**src/hw/rtl/pphm_pkg.sv**
```systemverilog
// shared types, constants and register codes of the pulse and hrv monitor
package pphm_pkg;

	// default sizes
	localparam int SMOOTH_TAPS_DEF = 15;
	localparam int BEAT_WINDOW_DEF = 20;

	// field widths
	localparam int SAMPLE_W   = 12;
	localparam int TIME_W     = 32;
	localparam int TOTAL_W    = 16;
	localparam int LEVEL_W    = 12;
	localparam int MS_W       = 16;
	localparam int TOL_W      = 10;
	localparam int HR_W       = 8;
	localparam int RR_W       = 11;
	localparam int CFG_IDX_W  = 3;
	localparam int CFG_DATA_W = 16;

	// register indexes
	localparam logic [CFG_IDX_W-1:0] REG_PEAK_THRESHOLD = 3'd0;
	localparam logic [CFG_IDX_W-1:0] REG_READY_LEVEL    = 3'd1;
	localparam logic [CFG_IDX_W-1:0] REG_REFRACTORY     = 3'd2;
	localparam logic [CFG_IDX_W-1:0] REG_REJECT_GAP     = 3'd3;
	localparam logic [CFG_IDX_W-1:0] REG_TOLERANCE      = 3'd4;

	// register reset values
	localparam logic [LEVEL_W-1:0] PEAK_THRESHOLD_RST = 12'd500;
	localparam logic [LEVEL_W-1:0] READY_LEVEL_RST    = 12'd300;
	localparam logic [MS_W-1:0]    REFRACTORY_RST     = 16'd400;
	localparam logic [MS_W-1:0]    REJECT_GAP_RST     = 16'd2000;
	localparam logic [TOL_W-1:0]   TOLERANCE_RST      = 10'd50;

	// window arithmetic
	localparam int DIV_NUM_W    = 42;
	localparam int DIV_DEN_W    = 32;
	localparam int HR_SCALE     = 60000;
	localparam int RR_DEN_SCALE = 1000;
	localparam int RR_SHIFT     = 10;
	localparam int HR_MAX       = 255;
	localparam int RR_MAX       = 2047;

	// front to back queue
	localparam int QUEUE_DEPTH = 2;

	typedef struct packed {
		logic [LEVEL_W-1:0] peak_threshold;
		logic [LEVEL_W-1:0] ready_level;
		logic [MS_W-1:0]    refractory_ms;
		logic [MS_W-1:0]    reject_gap_ms;
		logic [TOL_W-1:0]   tolerance_ms;
	} cfg_t;

	typedef struct packed {
		logic [SAMPLE_W-1:0] smoothed;
		logic                sensor_ready;
		logic                peak_found;
		logic [TIME_W-1:0]   beat_time;
	} front_item_t;

	typedef struct packed {
		logic [SAMPLE_W-1:0] smoothed;
		logic                sensor_ready;
		logic                peak_found;
		logic                window_done;
		logic                window_error;
		logic                fatigue;
		logic [HR_W-1:0]     heart_rate_bpm;
		logic [RR_W-1:0]     mean_rr_q10;
	} result_t;

endpackage

```
**src/hw/rtl/ppg_pulse_hrv_monitor.sv**
```systemverilog
// An ordinary beat passes the averaging register, the queue and the result register;
// a beat that closes a window is also held for the window pass and two divisions.
// Throughput: one beat per cycle while no window is evaluated and results are popped;
// the window pass over the beat memory and the serial divider hold the input meanwhile.
// Reset: arst_n clears the averaging ring, the control state and the queues and loads
// the register defaults; the beat time memory is not cleared.
module ppg_pulse_hrv_monitor #(
	parameter int SMOOTH_TAPS = pphm_pkg::SMOOTH_TAPS_DEF,
	parameter int BEAT_WINDOW = pphm_pkg::BEAT_WINDOW_DEF
) (
	input  logic                             clk,
	input  logic                             arst_n,
	input  logic                             push,
	output logic                             full,
	input  logic [pphm_pkg::SAMPLE_W-1:0]    sample,
	input  logic [pphm_pkg::TIME_W-1:0]      sample_time_ms,
	output logic                             empty,
	input  logic                             pop,
	output logic [pphm_pkg::SAMPLE_W-1:0]    smoothed,
	output logic                             sensor_ready,
	output logic                             peak_found,
	output logic                             window_done,
	output logic                             window_error,
	output logic                             fatigue,
	output logic [pphm_pkg::HR_W-1:0]        heart_rate_bpm,
	output logic [pphm_pkg::RR_W-1:0]        mean_rr_q10,
	input  logic                             cfg_we,
	input  logic [pphm_pkg::CFG_IDX_W-1:0]   cfg_index,
	input  logic [pphm_pkg::CFG_DATA_W-1:0]  cfg_data
);
	import pphm_pkg::*;

	cfg_t        cfg_q;
	logic        q_push;
	logic        q_full;
	logic        q_pop;
	logic        q_empty;
	front_item_t q_wr_item;
	front_item_t q_rd_item;
	result_t     res;
	logic        res_valid;

	// configuration registers
	always_ff @(posedge clk or negedge arst_n) begin
		if (!arst_n) begin
			cfg_q.peak_threshold <= PEAK_THRESHOLD_RST;
			cfg_q.ready_level    <= READY_LEVEL_RST;
			cfg_q.refractory_ms  <= REFRACTORY_RST;
			cfg_q.reject_gap_ms  <= REJECT_GAP_RST;
			cfg_q.tolerance_ms   <= TOLERANCE_RST;
		end else if (cfg_we) begin
			unique case (cfg_index)
				REG_PEAK_THRESHOLD: cfg_q.peak_threshold <= cfg_data[LEVEL_W-1:0];
				REG_READY_LEVEL:    cfg_q.ready_level    <= cfg_data[LEVEL_W-1:0];
				REG_REFRACTORY:     cfg_q.refractory_ms  <= cfg_data[MS_W-1:0];
				REG_REJECT_GAP:     cfg_q.reject_gap_ms  <= cfg_data[MS_W-1:0];
				REG_TOLERANCE:      cfg_q.tolerance_ms   <= cfg_data[TOL_W-1:0];
				default: begin
				end
			endcase
		end
	end

	pphm_front #(
		.SMOOTH_TAPS (SMOOTH_TAPS)
	) u_front (
		.clk            (clk),
		.arst_n         (arst_n),
		.cfg            (cfg_q),
		.push           (push),
		.full           (full),
		.sample         (sample),
		.sample_time_ms (sample_time_ms),
		.q_push         (q_push),
		.q_item         (q_wr_item),
		.q_full         (q_full)
	);

	pphm_beat_queue u_queue (
		.clk     (clk),
		.arst_n  (arst_n),
		.wr      (q_push),
		.wr_item (q_wr_item),
		.q_full  (q_full),
		.rd      (q_pop),
		.rd_item (q_rd_item),
		.q_empty (q_empty)
	);

	pphm_back #(
		.BEAT_WINDOW (BEAT_WINDOW)
	) u_back (
		.clk       (clk),
		.arst_n    (arst_n),
		.cfg       (cfg_q),
		.q_item    (q_rd_item),
		.q_empty   (q_empty),
		.q_pop     (q_pop),
		.res       (res),
		.res_valid (res_valid),
		.pop       (pop)
	);

	// result beat onto the ports
	assign empty          = !res_valid;
	assign smoothed       = res.smoothed;
	assign sensor_ready   = res.sensor_ready;
	assign peak_found     = res.peak_found;
	assign window_done    = res.window_done;
	assign window_error   = res.window_error;
	assign fatigue        = res.fatigue;
	assign heart_rate_bpm = res.heart_rate_bpm;
	assign mean_rr_q10    = res.mean_rr_q10;

endmodule

```
**src/hw/rtl/pphm_front.sv**
```systemverilog
// front part: moving average, sensor ready and peak classification
module pphm_front #(
	parameter int SMOOTH_TAPS = pphm_pkg::SMOOTH_TAPS_DEF
) (
	input  logic                           clk,
	input  logic                           arst_n,
	input  pphm_pkg::cfg_t                 cfg,
	input  logic                           push,
	output logic                           full,
	input  logic [pphm_pkg::SAMPLE_W-1:0]  sample,
	input  logic [pphm_pkg::TIME_W-1:0]    sample_time_ms,
	output logic                           q_push,
	output pphm_pkg::front_item_t          q_item,
	input  logic                           q_full
);
	import pphm_pkg::*;

	localparam int PW       = (SMOOTH_TAPS > 1) ? $clog2(SMOOTH_TAPS) : 1;
	localparam int RECIP_SH = 20;
	localparam int RECIP_W  = 21;
	localparam int PROD_W   = TOTAL_W + RECIP_W;
	localparam logic [RECIP_W-1:0] RECIP = RECIP_W'(((1 << RECIP_SH) + SMOOTH_TAPS - 1) / SMOOTH_TAPS);
	localparam logic [PW-1:0] POS_LAST = PW'(SMOOTH_TAPS - 1);

	logic [SAMPLE_W-1:0] ring_q [SMOOTH_TAPS];
	logic [TOTAL_W-1:0]  total_q;
	logic [PW-1:0]       pos_q;
	logic                valid_s1;
	logic [TIME_W-1:0]   time_s1;
	logic [SAMPLE_W-1:0] prev_smoothed_q;
	logic [TIME_W-1:0]   prev_time_q;
	logic [TIME_W-1:0]   last_peak_q;

	logic                accept;
	logic [PROD_W-1:0]   prod;
	logic [SAMPLE_W-1:0] smoothed;
	logic                ready;
	logic [TIME_W-1:0]   since_peak;
	logic                peak;

	// handshake: one item in the averaging stage at a time
	assign accept = push && !full;
	assign full   = valid_s1 && q_full;
	assign q_push = valid_s1 && !q_full;

	// running sum and ring
	always_ff @(posedge clk or negedge arst_n) begin
		if (!arst_n) begin
			for (int i = 0; i < SMOOTH_TAPS; i++) begin
				ring_q[i] <= '0;
			end
			total_q  <= '0;
			pos_q    <= '0;
			valid_s1 <= 1'b0;
		end else begin
			if (accept) begin
				total_q       <= total_q - TOTAL_W'(ring_q[pos_q]) + TOTAL_W'(sample);
				ring_q[pos_q] <= sample;
				pos_q         <= (pos_q == POS_LAST) ? '0 : pos_q + PW'(1);
				valid_s1      <= 1'b1;
			end else if (q_push) begin
				valid_s1 <= 1'b0;
			end
		end
	end

	always_ff @(posedge clk) begin
		if (accept) begin
			time_s1 <= sample_time_ms;
		end
	end

	// average by reciprocal multiply, then peak test
	assign prod       = PROD_W'(total_q) * PROD_W'(RECIP);
	assign smoothed   = prod[RECIP_SH +: SAMPLE_W];
	assign ready      = smoothed > cfg.ready_level;
	assign since_peak = time_s1 - last_peak_q;
	assign peak       = ready && (smoothed < prev_smoothed_q) &&
		(prev_smoothed_q > cfg.peak_threshold) && (since_peak > TIME_W'(cfg.refractory_ms));

	always_ff @(posedge clk or negedge arst_n) begin
		if (!arst_n) begin
			prev_smoothed_q <= '0;
			prev_time_q     <= '0;
			last_peak_q     <= '0;
		end else if (q_push) begin
			prev_smoothed_q <= smoothed;
			prev_time_q     <= time_s1;
			if (peak) begin
				last_peak_q <= prev_time_q;
			end
		end
	end

	assign q_item.smoothed     = smoothed;
	assign q_item.sensor_ready = ready;
	assign q_item.peak_found   = peak;
	assign q_item.beat_time    = prev_time_q;

endmodule

```
**src/hw/rtl/pphm_beat_queue.sv**
```systemverilog
// short queue between the front and back parts
module pphm_beat_queue (
	input  logic                  clk,
	input  logic                  arst_n,
	input  logic                  wr,
	input  pphm_pkg::front_item_t wr_item,
	output logic                  q_full,
	input  logic                  rd,
	output pphm_pkg::front_item_t rd_item,
	output logic                  q_empty
);
	import pphm_pkg::*;

	localparam int QPW = (QUEUE_DEPTH > 1) ? $clog2(QUEUE_DEPTH) : 1;
	localparam int QCW = $clog2(QUEUE_DEPTH + 1);
	localparam logic [QPW-1:0] PTR_LAST = QPW'(QUEUE_DEPTH - 1);

	front_item_t    slot_q [QUEUE_DEPTH];
	logic [QPW-1:0] wr_ptr_q;
	logic [QPW-1:0] rd_ptr_q;
	logic [QCW-1:0] count_q;
	logic           do_wr;
	logic           do_rd;

	assign q_full  = count_q == QCW'(QUEUE_DEPTH);
	assign q_empty = count_q == '0;
	assign do_wr   = wr && !q_full;
	assign do_rd   = rd && !q_empty;
	assign rd_item = slot_q[rd_ptr_q];

	// pointers and fill level
	always_ff @(posedge clk or negedge arst_n) begin
		if (!arst_n) begin
			wr_ptr_q <= '0;
			rd_ptr_q <= '0;
			count_q  <= '0;
		end else begin
			if (do_wr) begin
				wr_ptr_q <= (wr_ptr_q == PTR_LAST) ? '0 : wr_ptr_q + QPW'(1);
			end
			if (do_rd) begin
				rd_ptr_q <= (rd_ptr_q == PTR_LAST) ? '0 : rd_ptr_q + QPW'(1);
			end
			if (do_wr && !do_rd) begin
				count_q <= count_q + QCW'(1);
			end else if (do_rd && !do_wr) begin
				count_q <= count_q - QCW'(1);
			end
		end
	end

	// entry storage
	always_ff @(posedge clk) begin
		if (do_wr) begin
			slot_q[wr_ptr_q] <= wr_item;
		end
	end

endmodule

```
**src/hw/rtl/pphm_divider.sv**
```systemverilog
// restoring divider, one quotient bit per cycle
module pphm_divider (
	input  logic                           clk,
	input  logic                           arst_n,
	input  logic                           start,
	input  logic [pphm_pkg::DIV_NUM_W-1:0] num,
	input  logic [pphm_pkg::DIV_DEN_W-1:0] den,
	output logic                           busy,
	output logic                           done,
	output logic [pphm_pkg::DIV_NUM_W-1:0] quo
);
	import pphm_pkg::*;

	localparam int CNT_W = $clog2(DIV_NUM_W + 1);

	logic [DIV_DEN_W-1:0] rem_q;
	logic [DIV_DEN_W-1:0] den_q;
	logic [DIV_NUM_W-1:0] quo_q;
	logic [CNT_W-1:0]     cnt_q;
	logic                 busy_q;
	logic                 done_q;
	logic [DIV_DEN_W:0]   trial;
	logic [DIV_DEN_W:0]   diff;
	logic                 fits;

	assign trial = {rem_q, quo_q[DIV_NUM_W-1]};
	assign diff  = trial - {1'b0, den_q};
	assign fits  = trial >= {1'b0, den_q};

	// control
	always_ff @(posedge clk or negedge arst_n) begin
		if (!arst_n) begin
			busy_q <= 1'b0;
			done_q <= 1'b0;
			cnt_q  <= '0;
		end else if (start) begin
			busy_q <= 1'b1;
			done_q <= 1'b0;
			cnt_q  <= CNT_W'(DIV_NUM_W);
		end else if (busy_q) begin
			cnt_q <= cnt_q - CNT_W'(1);
			if (cnt_q == CNT_W'(1)) begin
				busy_q <= 1'b0;
				done_q <= 1'b1;
			end
		end else begin
			done_q <= 1'b0;
		end
	end

	// shift and subtract
	always_ff @(posedge clk) begin
		if (start) begin
			rem_q <= '0;
			den_q <= den;
			quo_q <= num;
		end else if (busy_q) begin
			rem_q <= fits ? diff[DIV_DEN_W-1:0] : trial[DIV_DEN_W-1:0];
			quo_q <= {quo_q[DIV_NUM_W-2:0], fits};
		end
	end

	assign busy = busy_q;
	assign done = done_q;
	assign quo  = quo_q;

endmodule

```
**src/hw/rtl/pphm_back.sv**
```systemverilog
// back part: beat store, window statistics, rate and interval results
module pphm_back #(
	parameter int BEAT_WINDOW = pphm_pkg::BEAT_WINDOW_DEF
) (
	input  logic                  clk,
	input  logic                  arst_n,
	input  pphm_pkg::cfg_t        cfg,
	input  pphm_pkg::front_item_t q_item,
	input  logic                  q_empty,
	output logic                  q_pop,
	output pphm_pkg::result_t     res,
	output logic                  res_valid,
	input  logic                  pop
);
	import pphm_pkg::*;

	localparam int AW  = $clog2(BEAT_WINDOW);
	localparam int CW  = $clog2(BEAT_WINDOW);
	localparam int IW  = $clog2(BEAT_WINDOW + 2);
	localparam int SW  = TIME_W + CW;
	localparam int TAW = TOL_W + CW;
	localparam int FW  = CW + 4;
	localparam logic [AW-1:0] POS_LAST = AW'(BEAT_WINDOW - 1);
	localparam logic [IW-1:0] IDX_LAST = IW'(BEAT_WINDOW);

	localparam logic [2:0] ST_IDLE = 3'd0;
	localparam logic [2:0] ST_SUM  = 3'd1;
	localparam logic [2:0] ST_TOL  = 3'd2;
	localparam logic [2:0] ST_FIN  = 3'd3;
	localparam logic [2:0] ST_HR   = 3'd4;
	localparam logic [2:0] ST_RR   = 3'd5;
	localparam logic [2:0] ST_OUT  = 3'd6;

	logic [TIME_W-1:0] beat_mem [BEAT_WINDOW];
	logic [TIME_W-1:0] rd_data_q;
	logic [AW-1:0]     rd_addr;

	logic [2:0]          state_q;
	logic [AW-1:0]       beat_pos_q;
	logic [IW-1:0]       idx_q;
	logic [TIME_W-1:0]   prev_q;
	logic [TIME_W-1:0]   tot_q;
	logic [CW-1:0]       acc_q;
	logic [CW-1:0]       ins_q;
	logic [TAW-1:0]      tol_acc_q;
	logic [SW-1:0]       scaled_q;
	logic                sv_q;
	logic                err_q;
	logic [SAMPLE_W-1:0] cur_smoothed_q;
	logic                cur_ready_q;
	logic                fatigue_q;
	logic [HR_W-1:0]     hr_q;
	logic [RR_W-1:0]     rr_q;
	result_t             res_q;
	logic                res_valid_q;

	logic                 slot_free;
	logic                 take;
	logic                 win_done;
	logic [TIME_W-1:0]    gap;
	logic                 gap_ok;
	logic                 pair_live;
	logic [TIME_W-1:0]    tot_d;
	logic [CW-1:0]        acc_d;
	logic [SW-1:0]        tot_ext;
	logic [SW-1:0]        diff;
	logic                 inside_hit;
	logic [CW-1:0]        ins_d;
	logic [FW-1:0]        ten_ins;
	logic [FW-1:0]        nine_acc;
	logic                 div_start;
	logic [DIV_NUM_W-1:0] div_num;
	logic [DIV_DEN_W-1:0] div_den;
	logic                 div_busy;
	logic                 div_done;
	logic [DIV_NUM_W-1:0] div_quo;

	assign slot_free = !res_valid_q || pop;
	assign take      = (state_q == ST_IDLE) && !q_empty && slot_free;
	assign q_pop     = take;
	assign win_done  = take && q_item.peak_found && (beat_pos_q == POS_LAST);

	// beat time memory
	assign rd_addr = (idx_q < IDX_LAST) ? idx_q[AW-1:0] : '0;

	always_ff @(posedge clk) begin
		if (take && q_item.peak_found) begin
			beat_mem[beat_pos_q] <= q_item.beat_time;
		end
		rd_data_q <= beat_mem[rd_addr];
	end

	// gap of the pair now on the read port
	assign gap       = rd_data_q - prev_q;
	assign gap_ok    = gap < TIME_W'(cfg.reject_gap_ms);
	assign pair_live = (idx_q >= IW'(2)) && (idx_q <= IDX_LAST);
	assign tot_d     = (pair_live && gap_ok) ? tot_q + gap : tot_q;
	assign acc_d     = (pair_live && gap_ok) ? acc_q + CW'(1) : acc_q;

	// tolerance test on the registered product
	assign tot_ext    = SW'(tot_q);
	assign diff       = (scaled_q > tot_ext) ? scaled_q - tot_ext : tot_ext - scaled_q;
	assign inside_hit = sv_q && (diff < SW'(tol_acc_q));
	assign ins_d      = inside_hit ? ins_q + CW'(1) : ins_q;

	assign ten_ins  = FW'(ins_q) * FW'(10);
	assign nine_acc = FW'(acc_q) * FW'(9);

	// divider operands
	always_comb begin
		div_start = 1'b0;
		div_num   = DIV_NUM_W'(acc_q) * DIV_NUM_W'(HR_SCALE);
		div_den   = tot_q;
		if (state_q == ST_FIN) begin
			div_start = tot_q != '0;
		end else if (state_q == ST_HR) begin
			div_start = div_done;
			div_num   = {tot_q, {RR_SHIFT{1'b0}}};
			div_den   = DIV_DEN_W'(acc_q) * DIV_DEN_W'(RR_DEN_SCALE);
		end
	end

	pphm_divider u_div (
		.clk    (clk),
		.arst_n (arst_n),
		.start  (div_start),
		.num    (div_num),
		.den    (div_den),
		.busy   (div_busy),
		.done   (div_done),
		.quo    (div_quo)
	);

	// window sequencer
	always_ff @(posedge clk or negedge arst_n) begin
		if (!arst_n) begin
			state_q    <= ST_IDLE;
			beat_pos_q <= '0;
			idx_q      <= '0;
			sv_q       <= 1'b0;
			err_q      <= 1'b0;
			fatigue_q  <= 1'b0;
			hr_q       <= '0;
			rr_q       <= '0;
		end else begin
			unique case (state_q)
				ST_IDLE: begin
					if (take && q_item.peak_found) begin
						beat_pos_q <= (beat_pos_q == POS_LAST) ? '0 : beat_pos_q + AW'(1);
					end
					if (win_done) begin
						state_q <= ST_SUM;
						idx_q   <= '0;
						err_q   <= 1'b0;
					end
				end
				ST_SUM: begin
					if (idx_q == IDX_LAST) begin
						idx_q <= '0;
						if (acc_d == '0) begin
							err_q   <= 1'b1;
							state_q <= ST_OUT;
						end else if (tot_d == '0) begin
							state_q <= ST_FIN;
						end else begin
							state_q <= ST_TOL;
						end
					end else begin
						idx_q <= idx_q + IW'(1);
					end
				end
				ST_TOL: begin
					if (idx_q == IDX_LAST + IW'(1)) begin
						idx_q   <= '0;
						sv_q    <= 1'b0;
						state_q <= ST_FIN;
					end else begin
						idx_q <= idx_q + IW'(1);
						sv_q  <= pair_live;
					end
				end
				ST_FIN: begin
					fatigue_q <= ten_ins >= nine_acc;
					if (tot_q == '0) begin
						hr_q    <= HR_W'(HR_MAX);
						rr_q    <= '0;
						state_q <= ST_OUT;
					end else begin
						state_q <= ST_HR;
					end
				end
				ST_HR: begin
					if (div_done) begin
						hr_q    <= (div_quo > DIV_NUM_W'(HR_MAX)) ? HR_W'(HR_MAX) : div_quo[HR_W-1:0];
						state_q <= ST_RR;
					end
				end
				ST_RR: begin
					if (div_done) begin
						rr_q    <= (div_quo > DIV_NUM_W'(RR_MAX)) ? RR_W'(RR_MAX) : div_quo[RR_W-1:0];
						state_q <= ST_OUT;
					end
				end
				ST_OUT: begin
					if (slot_free) begin
						state_q <= ST_IDLE;
					end
				end
				default: begin
					state_q <= ST_IDLE;
				end
			endcase
		end
	end

	// window accumulators
	always_ff @(posedge clk) begin
		if (win_done) begin
			cur_smoothed_q <= q_item.smoothed;
			cur_ready_q    <= q_item.sensor_ready;
			tot_q          <= '0;
			acc_q          <= '0;
			ins_q          <= '0;
		end
		if (state_q == ST_SUM) begin
			prev_q <= rd_data_q;
			tot_q  <= tot_d;
			acc_q  <= acc_d;
			if (idx_q == IDX_LAST) begin
				tol_acc_q <= TAW'(cfg.tolerance_ms) * TAW'(acc_d);
			end
		end
		if (state_q == ST_TOL) begin
			prev_q   <= rd_data_q;
			scaled_q <= SW'(gap) * SW'(acc_q);
			ins_q    <= ins_d;
		end
	end

	// result register
	always_ff @(posedge clk or negedge arst_n) begin
		if (!arst_n) begin
			res_valid_q <= 1'b0;
		end else if ((take && !win_done) || (state_q == ST_OUT && slot_free)) begin
			res_valid_q <= 1'b1;
		end else if (pop) begin
			res_valid_q <= 1'b0;
		end
	end

	always_ff @(posedge clk) begin
		if (take && !win_done) begin
			res_q.smoothed       <= q_item.smoothed;
			res_q.sensor_ready   <= q_item.sensor_ready;
			res_q.peak_found     <= q_item.peak_found;
			res_q.window_done    <= 1'b0;
			res_q.window_error   <= 1'b0;
			res_q.fatigue        <= fatigue_q;
			res_q.heart_rate_bpm <= hr_q;
			res_q.mean_rr_q10    <= rr_q;
		end else if (state_q == ST_OUT && slot_free) begin
			res_q.smoothed       <= cur_smoothed_q;
			res_q.sensor_ready   <= cur_ready_q;
			res_q.peak_found     <= 1'b1;
			res_q.window_done    <= 1'b1;
			res_q.window_error   <= err_q;
			res_q.fatigue        <= fatigue_q;
			res_q.heart_rate_bpm <= hr_q;
			res_q.mean_rr_q10    <= rr_q;
		end
	end

	assign res       = res_q;
	assign res_valid = res_valid_q;

`ifndef SYNTHESIS
	a_div_idle: assert property (@(posedge clk) disable iff (!arst_n)
		div_start |-> !div_busy) else $error("divider started while busy");
	a_win_enter: assert property (@(posedge clk) disable iff (!arst_n)
		win_done |=> state_q == ST_SUM) else $error("window evaluation not started");
	a_err_done: assert property (@(posedge clk) disable iff (!arst_n)
		(res_valid_q && res_q.window_error) |-> res_q.window_done)
		else $error("window error without window done");
	a_busy_hold: assert property (@(posedge clk) disable iff (!arst_n)
		(state_q != ST_IDLE) |-> (beat_pos_q == '0 && !q_pop))
		else $error("beat taken during window evaluation");
`endif

endmodule
```
**config.mk**
```make
export PLATFORM = sky130hd
export DESIGN_NAME = ppg_pulse_hrv_monitor
export DESIGN_NICKNAME = d
export VERILOG_FILES = /design/src/hw/rtl/pphm_pkg.sv /design/src/hw/rtl/ppg_pulse_hrv_monitor.sv /design/src/hw/rtl/pphm_front.sv /design/src/hw/rtl/pphm_beat_queue.sv /design/src/hw/rtl/pphm_divider.sv /design/src/hw/rtl/pphm_back.sv
export SDC_FILE = /design/constraint.sdc
export NUM_CORES = 2
export LEC_CHECK = 0
export ABC_AREA = 1
export BUFFER_PORTS_ARGS = -buffer_cell sky130_fd_sc_hd__buf_4
export CORE_UTILIZATION = 55
export CTS_BUF_LIST = sky130_fd_sc_hd__clkbuf_8 sky130_fd_sc_hd__clkbuf_16
export CTS_CLUSTER_DIAMETER = 80
export DETAILED_ROUTE_END_ITERATION = 10
export GPL_TIMING_DRIVEN = 0
export PLACE_DENSITY = 0.71
export SKIP_CTS_REPAIR_TIMING = 1
export SLEW_MARGIN = 20
export SYNTH_ARGS = -nofsm -noshare
export SYNTH_HDL_FRONTEND = slang
export SYNTH_SLANG_ARGS = --single-unit
export TNS_END_PERCENT = 1
```
**constraint.sdc**
```tcl
create_clock -name clk -period 9.1 [get_ports clk]
set_input_delay 1.365 -clock clk [delete_from_list [all_inputs] [get_ports clk]]
set_output_delay 1.365 -clock clk [all_outputs]
set_load 0.005 [all_outputs]
```
==> metrics.txt <==
Fillers=12,100; fraction of layout cells with a size suffix above 1=6.64%; die width=388 um; Post-synth EDFFs=1,011; Compound-Gate Fraction of Synth Area=13.1%; Worst-Margin Slew=1.10 ns; via count=65,000; Initial Utilization=55.5%; synth top area cells=edfxtp_1 37%, dfrtp_1 11%, ha_1 8.0%; ANT nets after route=0; DP HPWL=186,000 um; Async S/R FF share, synth=26.6%; post-synthesis xor/xnor area fraction=2.25%; Core ar.=148,000 um^2; vias in the first global route=63,300; post-layout min period=8.55 ns; placed cells=10,800; Avg Cell Area, Syn=9.44 um^2; I/O pin cnt=106; yosys warns=0; Final setup violation count=0; first-pass GRT wire length=373,000 um; ys flop type=edfxtp_1; Hold WC Path Type=reg -> reg; DR vias/cell=5.88; post-synthesis mux area share=1.35%; post-synthesis adder-cell area fraction=12.1%; clock root buffer=clkbuf_16; post-route insts no fill=11,000; post-synthesis cell count=8,687; CTS tree=built; Clock Latency Late Sink=0.81 ns; maximum clock insertion buffer count=3; crit-path max cell delay=0.90 ns; CP Data Required Time=9.63 ns; Simple-Gate Fraction of Synth Area=14.0%; largest net degree at the start of global routing=91; Final Hold Viols=0; post-synth top area share=37.0%; First DRT Iteration DRCs=7,277; # port buffers=96; Synth cell types=67; die area=151,000 um^2; NumNets Final=9,746; max-slew violations=0; flops & latches, synth=1,468; GRT overflow=0; status=complete, no violations; cell mode on critical path=nand2_1; Row Count=141; post-synthesis sequential area ratio=50.6%; Sinks on Clock Net=1,468; Post-synth top cells=1,712 x nand2_1, 1,118 x inv_1, 1,011 x edfxtp_1; height of the die=388 um; Final Cycle Share=94.0%; crit path DAT=9.09 ns; Fin Clk Skew=0.0575 ns; slowest CP cell=xor2_1; Syn Nets=9,445; Syn-to-layout area delta=11.6%; initial antenna violation count=4; crit path kind=reg -> reg; routed wire length=246,000 um; DRC viols=0; Final GP Congestion=0.992; H-Tree Depth=4; drt pass-1 iters=8; DR WL/cell=22.2 um; CTS buffer count=156; RSZ-0062 raised after global routing=no; Rel. slew slack=24.4%; fmax=117 MHz; top-count cell post-synth=nand2_1; nature of the critical path endpoint=flop; combinational family with the most area after synthesis=simple AND/OR/NAND/NOR gates; maxcap violations=0; Startpoint Class=flop; mapped cell area=82,000 um^2; crit path max fanout=10; Reg clk slew, reported paths=0.06 ns; gr usage total=32.4%; Yosys top cell by area=edfxtp_1
-- per-layer routing --
metal	track usage (%)	share of wire (%)	wire length [um]
met1	44.9	41	101000
met2	51.4	45	112000
met3	5.92	9.9	24400
met4	11.3	3.5	8730
met5	0	0.0033	8
-- critical path, delay by kind of cell (launching register included) --
family                     cells  cell delay, ns
adders and majority gates      7            2.91
and+or+nand+nor               15            2.08
buffers and inverters          7            1.04
xor gates and xnor gates       2            0.99
AOI/OAI and AO/OA              6            0.90
DFF                            1            0.38
-- final cells by class --
cell class | count | area (um^2) | area share (%)
Timing Repair Buffer | 143 | 1600 | 1.75
Clock buffer | 180 | 4310 | 4.71
Clock inverter | 107 | 905 | 0.988
Antenna cell | 2 | 5.00 | 0.00547
Multi-Input combinational cell | 5768 | 35300 | 38.6
Inverter | 1141 | 4280 | 4.68
Tap cell | 1930 | 2410 | 2.64
Sequential cell | 1468 | 41500 | 45.3
Buffer | 310 | 1220 | 1.33
-- registers in the layout, indices dropped and copies added (netlist names), 15 cells and up --
signal / count
u_back.u_div.quo: 42
u_back.u_div.den_q: 32
u_back.prev_q: 32
u_front.ring_q: 180
u_back.tot_q: 32
u_front.last_peak_q: 32
u_back.res: 36
u_queue.slot_q: 92
u_back.beat_mem: 640
u_back.u_div.rem_q: 32
u_front.prev_time_q: 32
u_back.tol_acc_q: 15
u_front.total_q: 16
u_front.time_s1: 32
u_back.scaled_q: 37
cfg_q: 66
u_back.rd_data_q: 32
-- placed cells by master, fill, tap and decap left out, types with 23 or more instances in the layout --
| master | instances |
|---|---|
| o31ai_1 | 38 |
| a22oi_1 | 31 |
| o21a_1 | 23 |
| xor2_1 | 113 |
| o221ai_1 | 35 |
| clkinv_1 | 35 |
| nor2_1 | 771 |
| nand3_1 | 144 |
| o21bai_1 | 25 |
| clkbuf_16 | 163 |
| a31oi_1 | 56 |
| o22ai_1 | 171 |
| buf_4 | 109 |
| xnor2_1 | 86 |
| edfxtp_1 | 1011 |
| dfrtp_1 | 369 |
| o21ai_0 | 739 |
| nand4_1 | 74 |
| inv_1 | 1152 |
| nor3_1 | 64 |
| dfxtp_1 | 66 |
| a21oi_1 | 632 |
| nor2_4 | 23 |
| fa_1 | 167 |
| nand2_1 | 1709 |
| mux2_2 | 96 |
| clkbuf_1 | 269 |
| a221oi_1 | 51 |
| ha_1 | 523 |
-- path summary, 6_finish.rpt --
path / startpoint / endpoint / slack [ns] / cells past startpoint
min reg2reg: u_back.rd_data_q[15] / u_back.prev_q[15] / 0.44 / 0
min: u_back.rd_data_q[15] / u_back.prev_q[15] / 0.44 / 0
max: u_back.rd_data_q[0] / u_back.tol_acc_q[14] / 0.55 / 37
max reg2reg: u_back.rd_data_q[0] / u_back.tol_acc_q[14] / 0.55 / 37
min in group asynchronous: arst_n / u_front.ring_q[148] / 0.49 / 1
max in group asynchronous: arst_n / u_front.prev_time_q[20] / 7.24 / 3
-- kinds of logic (layout without fill, tap and decap cells) --
| group | count (synthesis) | in the layout |
|---|---|---|
| AND/OR/NAND/NOR | 2863 | 2863 |
| AO/OA/AOI/OAI | 1906 | 1906 |
| flip-flops | 1468 | 1468 |
| buffers and inverters | 1451 | 1881 |
| adder cells (fa/ha/maj) | 690 | 690 |
| XOR/XNOR | 210 | 210 |
| multiplexers | 99 | 99 |
| other | 0 | 2 |
-- through the flow --
stage | setup TNS, ns | instance area, um^2 | setup WS (ns) | utilization [%] | hold WS (ns)
6_report | 0 | 91500 | 0.548 | 61.9 | 0.436
5_1_grt | 0 | 91500 | 0.000551 | 61.9 | 0.455
4_1_cts | 0 | 91500 | 0.0720 | 61.9 | 0.439
3_5_place_dp | 0 | 86300 | 0.0946 | 58.3 | 0.426
3_3_place_gp | -9.22 | 85200 | -0.653 | 57.6 | 0.424
2_1_floorplan | 0 | 82000 | 2.27 | - | 0.408
Power is left out: the tool's default activity adds up to more than one toggle a clock period on the data nets, which glitch-free logic cannot reach.
